`config.mk`:
```
export PLATFORM = sky130hd
export DESIGN_NAME = voice_music_mixer_with_fade_top
export DESIGN_NICKNAME = d
export VERILOG_FILES = /design/src/sv/vmmf_pkg.sv /design/src/sv/vmmf_mix.sv /design/src/sv/vmmf_fade.sv /design/src/sv/voice_music_mixer_with_fade_top.sv
export SDC_FILE = /design/constraint.sdc
export NUM_CORES = 1
export LEC_CHECK = 0
export BUFFER_PORTS_ARGS = -buffer_cell sky130_fd_sc_hd__buf_2
export CORE_ASPECT_RATIO = 1.5
export CORE_MARGIN = 2
export CORE_UTILIZATION = 30
export CTS_CLUSTER_SIZE = 8
export DETAILED_ROUTE_END_ITERATION = 6
export SLEW_MARGIN = 10
export SYNTH_ARGS = -nofsm -noshare
export SYNTH_HDL_FRONTEND = slang
export SYNTH_SLANG_ARGS = --single-unit
```
`constraint.sdc`:
```
create_clock -name clock -period 27 [get_ports clock]
set_input_delay 1.35 -clock clock [delete_from_list [all_inputs] [get_ports clock]]
set_output_delay 1.35 -clock clock [all_outputs]
set_load 0.01 [all_outputs]
```
`src/sv/vmmf_pkg.sv`:
```
`default_nettype none

package vmmf_pkg;

   // operation carried in req_tuser
   typedef enum logic [1:0] {
      OP_MIX      = 2'd0,
      OP_TICK     = 2'd1,
      OP_FADE_IN  = 2'd2,
      OP_FADE_OUT = 2'd3
   } op_type;

   // fade state as reported in the result item
   typedef enum logic [1:0] {
      MODE_IDLE = 2'd0,
      MODE_IN   = 2'd1,
      MODE_OUT  = 2'd2
   } mode_type;

   // q1.15 gain constants
   localparam logic [15:0] GAIN_ONE   = 16'd32768;
   localparam logic [15:0] GAIN_HALF  = 16'd16384;
   localparam logic [15:0] STEP_RESET = 16'd298;

   // control from the input stage to the fade unit
   typedef struct packed {
      logic   fire;
      op_type op;
   } fade_ctl_type;

   // gain and mode after an item
   typedef struct packed {
      logic [15:0] gain;
      mode_type    mode;
   } fade_sts_type;

   // knee base per magnitude segment
   function automatic logic [15:0] knee_base(input logic [2:0] seg);
      logic [15:0] base;
      case (seg)
         3'd0:    base = 16'd0;
         3'd1:    base = 16'd28672;
         3'd2:    base = 16'd32256;
         3'd3:    base = 16'd32704;
         default: base = 16'd32760;
      endcase
      return base;
   endfunction

endpackage

`default_nettype wire

```
`src/sv/vmmf_mix.sv`:
```
`default_nettype none

module vmmf_mix (
   input  wire logic signed [15:0] voice_sample,
   input  wire logic signed [15:0] music_sample,
   input  wire logic        [15:0] gain,
   output logic signed      [15:0] mixed_sample
);

   logic signed [32:0] prod_w;
   logic signed [32:0] bias_w;
   logic signed [32:0] biased_w;
   logic signed [17:0] scaled_w;
   logic signed [17:0] sum_w;
   logic        [16:0] mag_w;
   logic        [2:0]  seg_w;
   logic        [17:0] rem7_w;
   logic        [17:0] shifted_w;
   logic        [15:0] res_w;

   // music times gain, truncated toward zero
   always_comb begin
      prod_w   = music_sample * $signed({1'b0, gain});
      bias_w   = prod_w[32] ? 33'sd32767 : 33'sd0;
      biased_w = prod_w + bias_w;
      scaled_w = biased_w[32:15];
   end

   // sum and magnitude split into segment and remainder
   always_comb begin
      sum_w  = {{2{voice_sample[15]}}, voice_sample} + scaled_w;
      mag_w  = sum_w[17] ? 17'(-sum_w) : sum_w[16:0];
      seg_w  = {1'b0, mag_w[16:15]};
      rem7_w = ({3'b000, mag_w[14:0]} << 3) - {3'b000, mag_w[14:0]};
   end

   // knee: 7/8 remainder shifted 3 more bits per segment plus base
   always_comb begin
      case (seg_w)
         3'd0:    shifted_w = rem7_w >> 3;
         3'd1:    shifted_w = rem7_w >> 6;
         3'd2:    shifted_w = rem7_w >> 9;
         3'd3:    shifted_w = rem7_w >> 12;
         default: shifted_w = rem7_w >> 15;
      endcase
      res_w        = vmmf_pkg::knee_base(seg_w) + shifted_w[15:0];
      mixed_sample = sum_w[17] ? -$signed(res_w) : $signed(res_w);
   end

endmodule

`default_nettype wire

```
`src/sv/vmmf_fade.sv`:
```
`default_nettype none

module vmmf_fade (
   input  wire logic                   clock,
   input  wire logic                   reset,
   input  wire vmmf_pkg::fade_ctl_type ctl,
   input  wire logic [15:0]            fade_step,
   output logic [15:0]                 gain_now,
   output vmmf_pkg::fade_sts_type      sts_next
);

   logic [15:0]        gain_ff;
   logic [15:0]        gain_in;
   vmmf_pkg::mode_type mode_ff;
   vmmf_pkg::mode_type mode_in;
   logic [16:0]        gain_up_w;

   // gain and fade state registers
   always_ff @(posedge clock) begin
      if (reset) begin
         gain_ff <= vmmf_pkg::GAIN_ONE;
         mode_ff <= vmmf_pkg::MODE_IDLE;
      end else if (ctl.fire) begin
         gain_ff <= gain_in;
         mode_ff <= mode_in;
      end
   end

   // next gain and state for the item in the input stage
   always_comb begin
      gain_up_w = {1'b0, gain_ff} + {1'b0, fade_step};
      gain_in   = gain_ff;
      mode_in   = mode_ff;
      case (ctl.op)
         vmmf_pkg::OP_TICK: begin
            case (mode_ff)
               vmmf_pkg::MODE_IN: begin
                  if (gain_up_w >= {1'b0, vmmf_pkg::GAIN_ONE}) begin
                     gain_in = vmmf_pkg::GAIN_ONE;
                     mode_in = vmmf_pkg::MODE_IDLE;
                  end else begin
                     gain_in = gain_up_w[15:0];
                  end
               end
               vmmf_pkg::MODE_OUT: begin
                  if (gain_ff <= fade_step) begin
                     gain_in = 16'd0;
                     mode_in = vmmf_pkg::MODE_IDLE;
                  end else begin
                     gain_in = gain_ff - fade_step;
                  end
               end
               default: begin
                  gain_in = gain_ff;
               end
            endcase
         end
         vmmf_pkg::OP_FADE_IN: begin
            if (mode_ff == vmmf_pkg::MODE_IDLE) begin
               gain_in = vmmf_pkg::GAIN_HALF;
               mode_in = vmmf_pkg::MODE_IN;
            end
         end
         vmmf_pkg::OP_FADE_OUT: begin
            if (mode_ff == vmmf_pkg::MODE_IDLE) begin
               gain_in = vmmf_pkg::GAIN_ONE;
               mode_in = vmmf_pkg::MODE_OUT;
            end
         end
         default: begin
            gain_in = gain_ff;
         end
      endcase
      gain_now      = gain_ff;
      sts_next.gain = gain_in;
      sts_next.mode = mode_in;
   end

endmodule

`default_nettype wire

```
`src/sv/voice_music_mixer_with_fade_top.sv`:
```
// Voice and music mixer with fade gain and soft clip.
// req channel: one item per handshake; tuser selects mix, fade tick,
// start fade in or start fade out; tdata carries the voice and music samples.
// rsp channel: exactly one item per request, in order, with the clipped mix
// (zero for fade items), the music gain after the item and the fade mode.
// csr channel: writes fade_step (q1.15 gain change per tick); csr_ready is
// always high, writes are meant to happen while no item is in flight.
// Flow: an accepted item sits in the input register and moves to the result
// register once that register is empty or being read; rsp_tvalid is then high.
// Throughput: one item per cycle while rsp_tready is high; the path between the two
// registers is one 16x17 multiply, a few adds and the knee table lookup.
// Reset: synchronous; gain returns to unity, fade mode to idle, fade_step
// to 298, and both stages are emptied.
// Stall: when rsp_tready is low with a result held, the input register keeps
// any item it holds and req_tready drops while it holds one; no item is lost or repeated.
`default_nettype none

module voice_music_mixer_with_fade_top (
   input  wire logic        clock,
   input  wire logic        reset,
   // request item
   input  wire logic        req_tvalid,
   output logic             req_tready,
   input  wire logic [31:0] req_tdata,   // voice_sample[15:0], music_sample[31:16]
   input  wire logic [1:0]  req_tuser,   // operation[1:0]
   // result item
   output logic             rsp_tvalid,
   input  wire logic        rsp_tready,
   output logic [39:0]      rsp_tdata,   // mixed_sample[15:0], gain[31:16],
                                         // fade_mode[33:32], zero[39:34]
   // fade step register
   input  wire logic        csr_valid,
   output logic             csr_ready,
   input  wire logic [15:0] csr_data
);

   logic                   in_vld_ff;
   logic                   in_vld_in;
   logic [31:0]            in_data_ff;
   vmmf_pkg::op_type       in_op_ff;
   logic                   out_vld_ff;
   logic                   out_vld_in;
   logic [15:0]            out_mix_ff;
   vmmf_pkg::fade_sts_type out_sts_ff;
   logic [15:0]            step_ff;
   logic                   advance_w;
   logic                   move_w;
   logic [15:0]            gain_now_w;
   logic signed [15:0]     mixed_w;
   vmmf_pkg::fade_ctl_type fade_ctl_w;
   vmmf_pkg::fade_sts_type sts_next_w;

   // handshake between the stages
   always_comb begin
      advance_w  = !out_vld_ff || rsp_tready;
      move_w     = in_vld_ff && advance_w;
      req_tready = !in_vld_ff || advance_w;
      in_vld_in  = (req_tvalid && req_tready) ? 1'b1 : (move_w ? 1'b0 : in_vld_ff);
      out_vld_in = move_w ? 1'b1 : (rsp_tready ? 1'b0 : out_vld_ff);
      csr_ready  = 1'b1;
   end

   // fade step register
   always_ff @(posedge clock) begin
      if (reset) begin
         step_ff <= vmmf_pkg::STEP_RESET;
      end else if (csr_valid && csr_ready) begin
         step_ff <= csr_data;
      end
   end

   // stage valid flags
   always_ff @(posedge clock) begin
      if (reset) begin
         in_vld_ff  <= 1'b0;
         out_vld_ff <= 1'b0;
      end else begin
         in_vld_ff  <= in_vld_in;
         out_vld_ff <= out_vld_in;
      end
   end

   // input register
   always_ff @(posedge clock) begin
      if (req_tvalid && req_tready) begin
         in_data_ff <= req_tdata;
         in_op_ff   <= vmmf_pkg::op_type'(req_tuser);
      end
   end

   // gain and fade state
   always_comb begin
      fade_ctl_w.fire = move_w;
      fade_ctl_w.op   = in_op_ff;
   end

   vmmf_fade u_fade (
      .clock     (clock),
      .reset     (reset),
      .ctl       (fade_ctl_w),
      .fade_step (step_ff),
      .gain_now  (gain_now_w),
      .sts_next  (sts_next_w)
   );

   // mix datapath
   vmmf_mix u_mix (
      .voice_sample (in_data_ff[15:0]),
      .music_sample (in_data_ff[31:16]),
      .gain         (gain_now_w),
      .mixed_sample (mixed_w)
   );

   // result register
   always_ff @(posedge clock) begin
      if (move_w) begin
         out_mix_ff <= (in_op_ff == vmmf_pkg::OP_MIX) ? mixed_w : 16'd0;
         out_sts_ff <= sts_next_w;
      end
   end

   assign rsp_tvalid = out_vld_ff;
   assign rsp_tdata  = {6'd0, out_sts_ff.mode, out_sts_ff.gain, out_mix_ff};

endmodule

`default_nettype wire

```
[Word level (Yosys, flattened, before mapping)]
Index checks and enable logic that the tools add are counted.
Storage, ports and cells
  register bits after elaboration: 104
  input bits: 55
  output and inout port bits: 43
  word-level logic and storage cells: 61
Operators by class
  eq/ne operators: 8
  muxes and demuxes: 21
  reduce and logical (&&, ||, !) cells: 11
  multiply operators: 1
  $lt $le $gt $ge: 2
  $add $sub $neg: 8
Operator list (count)
  15-bit one-hot mux with 4 select lines: 2
  16-bit 2-to-1 mux: 5
  16-bit one-hot mux with 3 select lines: 1
  33-bit adder: 1
  16-bit by 17-bit multiplier with 33-bit output: 1
  16-bit one-hot mux with 2 select lines: 1
  18-bit adder: 1
  18-bit by 15-bit subtractor with 18-bit output: 1
  16-bit by 16-bit adder with 17-bit output: 1
  17-bit by 16-bit greater-or-equal comparator with 1-bit output, second input constant: 1
  17-bit 2-to-1 mux: 1
  17-bit negator: 1
  15-bit by 16-bit adder with 16-bit output: 1
  16-bit <= comparator: 1
  16-bit negator: 1
  16-bit subtractor: 1
  15-bit 2-to-1 mux: 1
  2-bit equality test, second input constant: 5
  2-bit 2-to-1 mux: 4
  2-bit by 1-bit equality test with 1-bit output, second input constant: 3
  2-bit one-hot mux with 3 select lines: 1
  2-bit zero test: 2
  1-bit 2-to-1 mux: 4
  2-bit one-hot mux with 2 select lines: 1
  5 further kinds: 9

[Longest topological paths before layout]
  depth after elaboration: 11
  depth in mapped cells: 80
  gate-level depth less buffers: 75

[Modules after synthesis]
From an unflattened synthesis, not the netlist that was laid out.
Unflattened totals
  cell total of the unflattened synthesis: 2295
  area total of the unflattened synthesis: 19487.4 sq um
By module, submodules not included
  vmmf_mix: area each 13720.7 sq um, cells an instance 1737, seq. area each 0.0 sq um, times used 1
  voice_music_mixer_with_fade_top: area each 2887.8 sq um, cells an instance 157, seq. area each 2402.3 sq um, times used 1
  vmmf_fade: area each 2879.0 sq um, cells an instance 401, seq. area each 360.3 sq um, times used 1

[Worst setup path after synthesis]
No wires, ideal clock.
  path type: register to register
  from: register u_fade.gain_ff[7], in the netlist u_fade.gain_now[7]
  to: register out_mix_ff[15], data pin
  cell stages (with the launch flop): 77
  path slack: 10.668 ns
  setup time: 0.259 ns
  data required time: 26.741 ns
  clock period less this slack: 16.332 ns
  arrival time: 16.073 ns
  path buffers: 6
  cells stage by stage: dfxtp_1 clkbuf_1 nand2_1 fa_1 inv_1 fa_1 inv_1 fa_1 inv_1 fa_1 fa_1 inv_1 fa_1 inv_1 ha_1 buf_2 nand2_1 o21ai_0 [41 not listed] mux2_4 o211ai_4 a31oi_4 a2bb2oi_2 xnor2_1 nand2_1 o21a_1 fa_1 xor2_1 nand2_1 or2_2 nor2_1 nand2_1 or3_1 nor2_1 a211oi_1 a21o_1 a211o_1
Between the ends
  longest elaborated chain between the ends: 11
  elaborated cells between the ends (all ways): 16
  those cells by class: add/sub: 6; mul: 1; eq/ne: 3; mux: 5; reduce/logical: 1
Ends and longest elaborated chain
  start, declared: line vmmf_fade.sv:12  | logic [15:0] gain_ff;
  start signal, assigned: line vmmf_fade.sv:21  | gain_ff <= vmmf_pkg::GAIN_ONE;
  start signal, assigned: line vmmf_fade.sv:24  | gain_ff <= gain_in;
  16-bit by 17-bit multiplier with 33-bit output (*): line vmmf_mix.sv:23  | prod_w = music_sample * $signed({1'b0, gain});
  15-bit 2-to-1 mux: line vmmf_mix.sv:24  | bias_w = prod_w[32] ? 33'sd32767 : 33'sd0;
  33-bit adder (*): line vmmf_mix.sv:25  | biased_w = prod_w + bias_w;
  18-bit adder (*): line vmmf_mix.sv:31  | sum_w = {{2{voice_sample[15]}}, voice_sample} + scaled_w;
  17-bit negator: line vmmf_mix.sv:32  | mag_w = sum_w[17] ? 17'(-sum_w) : sum_w[16:0];
  17-bit 2-to-1 mux: line vmmf_mix.sv:32
  18-bit by 15-bit subtractor with 18-bit output, or another cell as far along: line vmmf_mix.sv:34  | rem7_w = ({3'b000, mag_w[14:0]} << 3) - {3'b000, mag_w[14:0]};
  15-bit one-hot mux with 4 select lines (on tied branches): line vmmf_mix.sv:39, vmmf_pkg.sv:40
  15-bit by 16-bit adder with 16-bit output: line vmmf_mix.sv:46  | res_w = vmmf_pkg::knee_base(seg_w) + shifted_w[15:0];
  16-bit negator: line vmmf_mix.sv:47  | mixed_sample = sum_w[17] ? -$signed(res_w) : $signed(res_w);
  16-bit 2-to-1 mux (*): line vmmf_mix.sv:47
  end signal, assigned: line voice_music_mixer_with_fade_top.sv:117  | out_mix_ff <= (in_op_ff == vmmf_pkg::OP_MIX) ? mixed_w : 16'd0;
  end, declared: line voice_music_mixer_with_fade_top.sv:43  | logic [15:0] out_mix_ff;
Mark *: on every way between the ends. The rest lies on a longest branch, timed or not.
A chain may end at the register's enable or synchronous reset.

[Worst setup path in the final report]
  from: register u_fade.gain_ff[14], in the netlist u_fade.gain_now[14]
  to: register out_mix_ff[14], data pin
The elaborated chain is that of the path after synthesis.

==> flow_summary_export.csv <==
group,metric,value,unit
drt,vias_per_cell,5.05,
clock_tree,postCtsSetupBuffers,0,
setup_path,crit_family,"adder cells",
global_route,antenna_found_initial,0,
run_status,status,"finished, final reports clean",
worst_hold_path,hp-class,"register to register",
clock_tree,htreeDepth,3,
setup_path,worstPathRequired,27270,ps
place,hpwl,41200,µm
flow_run,maxCapViolCount,0,
sta,fin_tns_setup,0,ps
setup_path,cp-end-kind,"register",
clock_tree,cts_buffer_depth,2,
drt,remaining_drc_errors,0,
place,dpl.cell_count,3018,
drt,wire_per_inst,16.9,µm
setup_path,cp_max_fo,26,
setup_path,critPathMaxStageDelay,990,ps
setup_path,crit_arrival,18360,ps
setup_path,critPathLaunchType,"register",
global_route,grt_pass1_vias,15800,
die,die_height,312,µm
sta,fmax,0.0553,GHz
finish,drive_above_1_share,0.0845,
die,io_pins,98,
finish,area_growth,7.61,%
finish,fin_cells,3034,
clock_tree,clockRootBuffer,"clkbuf_16",
finish,layout_commonest_cell,"inv_1",
clock_tree,clk_pin_slew,100,ps
place,io_buffer_count,90,
global_route,grt_max_degree,45,
setup_path,worst-path-buf-inv,6,
drt,final_antenna_net_count,0,
sta,setup_viol,0,
clock_tree,clk_latency,420,ps
sta,maxSlewViolCount,0,
logic_synthesis,synth_warnings,0,
global_route,overflow,0,
logic_synthesis,synth_top_area_frac,0.210,
setup_path,slowest_stage,"dfxtp_1",
sta,fin_skew,20.2,ps
clock_tree,tritoncts,"done",
logic_synthesis,seq_area_frac_synth,0.146,
global_route,grt_pass1_wl,82800,µm
logic_synthesis,synth_area,18900,µm²
clock_tree,clock_sink_count,104,
logic_synthesis,ys_seq_elements,104,
global_route,grt_use_total,0.159,
clock_tree,hold_buffers,0,
finish,final_cell_mix,"inv_1 (323), nand2_1 (229), ha_1 (200), fa_1 (198), and2_1 (140)",
die,design.core.area,62400,µm²
die,die_w,209,µm
die,die-area,65100,µm²
logic_synthesis,syn_inst,2204,
logic_synthesis,synthTopCellsByArea,"fa_1 (21%), ha_1 (13%), edfxtp_1 (11%), inv_1 (6.4%), and2_1 (4.7%)",
logic_synthesis,async_flop_share,0,
clock_tree,cts_resized,0,
sta,timing.slew.headroom,0.187,
drt,totalWireLength,51200,µm
logic_synthesis,avgSynthCellArea,8.58,µm²
logic_synthesis,ys.flop_type,"edfxtp_1",
logic_synthesis,yosysUniqueCellTypes,113,
sta,hold_viol,0,
drt,drt_first_pass_iters,5,
sta,rsz0062_at_grt,"false",
setup_path,crit_type,"register to register",
setup_path,crit_top_cell,"fa_1",
die,placementRows,112,
logic_synthesis,synth.largest_area_cell,"fa_1",
drt,dr_total_vias,15300,
clock_tree,cts_buffers,9,
finish,final_nets,2684,
die,start_util,0.303,
place,gp_congestion,0.898,
sta,min_period,18090,ps
finish,antenna_cells,0,
drt,drt_iter0_markers,718,
sta,worst_slew_pin_slew,1220,ps
logic_synthesis,synth_edf_count,68,
sta,fin_crit_sh,0.670,
==> worst min-delay path, delay by kind of cell, from the launching register on <==
family / cells / cell delay, ps
flops: 1 / 340
simple gates: 2 / 150
==> logic make-up (layout without fill, tap and decap cells) <==
group,Yosys count,count (layout),synth area share
multiplexers,31,31,0.0169
AND/OR/NAND/NOR,729,729,0.195
other,2,8,0.000397
adder cells (fa/ha/maj),399,399,0.342
XOR/XNOR,102,102,0.0484
flip-flops,104,104,0.146
AO/OA/AOI/OAI,426,426,0.165
buffers and inverters,411,437,0.0857
==> routing by layer <==
layer / part of all wire / vias to the layer above / routed length, µm / global-route usage
li1: - / 7452 / - / -
met2: 0.52 / 297 / 26800 / 0.296
met1: 0.42 / 7498 / 21400 / 0.188
met3: 0.032 / 78 / 1650 / 0.0176
met4: 0.027 / 0 / 1370 / 0.0541
met5: 0 / - / 0 / 0
==> cell usage after synthesis (16+ instances only) <==
cell,count
a21o_1,42
a21oi_1,105
and2_1,141
and3_1,20
clkbuf_1,65
dfxtp_1,36
edfxtp_1,68
fa_1,198
ha_1,200
inv_1,324
mux2i_1,26
nand2_1,229
nand2b_1,23
nand3_1,37
nand4_1,22
nor2_1,133
nor2b_1,16
nor3_1,33
o211ai_1,16
o21ai_0,68
or2_2,17
xnor2_1,60
xor2_1,39
==> final cells by class <==
class / instances / area, µm²
inverters: 325 / 1220
clock inverters: 7 / 91.3
well taps: 798 / 998
multi-input cells: 1695 / 14600
fillers: 6500 / 42000
repair buffers: 96 / 495
flip-flops and latches: 104 / 2760
clock buffers: 9 / 225
==> sequential cells by signal, summed over array words and instances, names as in the netlist, 2 cells and up <==
register / cells
u_fade.gain_now: 16
u_fade.mode_ff: 2
in_op_ff: 2
out_mix_ff: 16
in_data_ff: 32
step_ff: 16
rsp_tdata: 18
==> through the flow <==
stage	utilization	area, µm²	setup slack [ps]	hold slack (ps)
floorplan	-	18900	10670	480
global placement	0.321	20000	9490	506
detailed placement	0.321	20000	9080	516
CTS	0.326	20400	9010	530
global route	0.326	20400	7730	570
finish	0.326	20400	8910	529
==> final timing paths <==
check                                                 startpoint                            to  slack (ps)  depth (start not counted)
worst max-delay path            u_fade.gain_now[14]$_SDFFE_PP0P_  out_mix_ff[14]$_SDFFCE_PP0P_        8910                         69
worst min-delay path                      in_vld_ff$_SDFFE_PP0P_       rsp_tvalid$_SDFFE_PP0P_         530                          2
worst max register to register  u_fade.gain_now[14]$_SDFFE_PP0P_  out_mix_ff[14]$_SDFFCE_PP0P_        8910                         69
worst min register to register            in_vld_ff$_SDFFE_PP0P_       rsp_tvalid$_SDFFE_PP0P_         530                          2
Power is not shown: default switching activity piles up to over one toggle a cycle in this logic, so the estimate is an artifact.
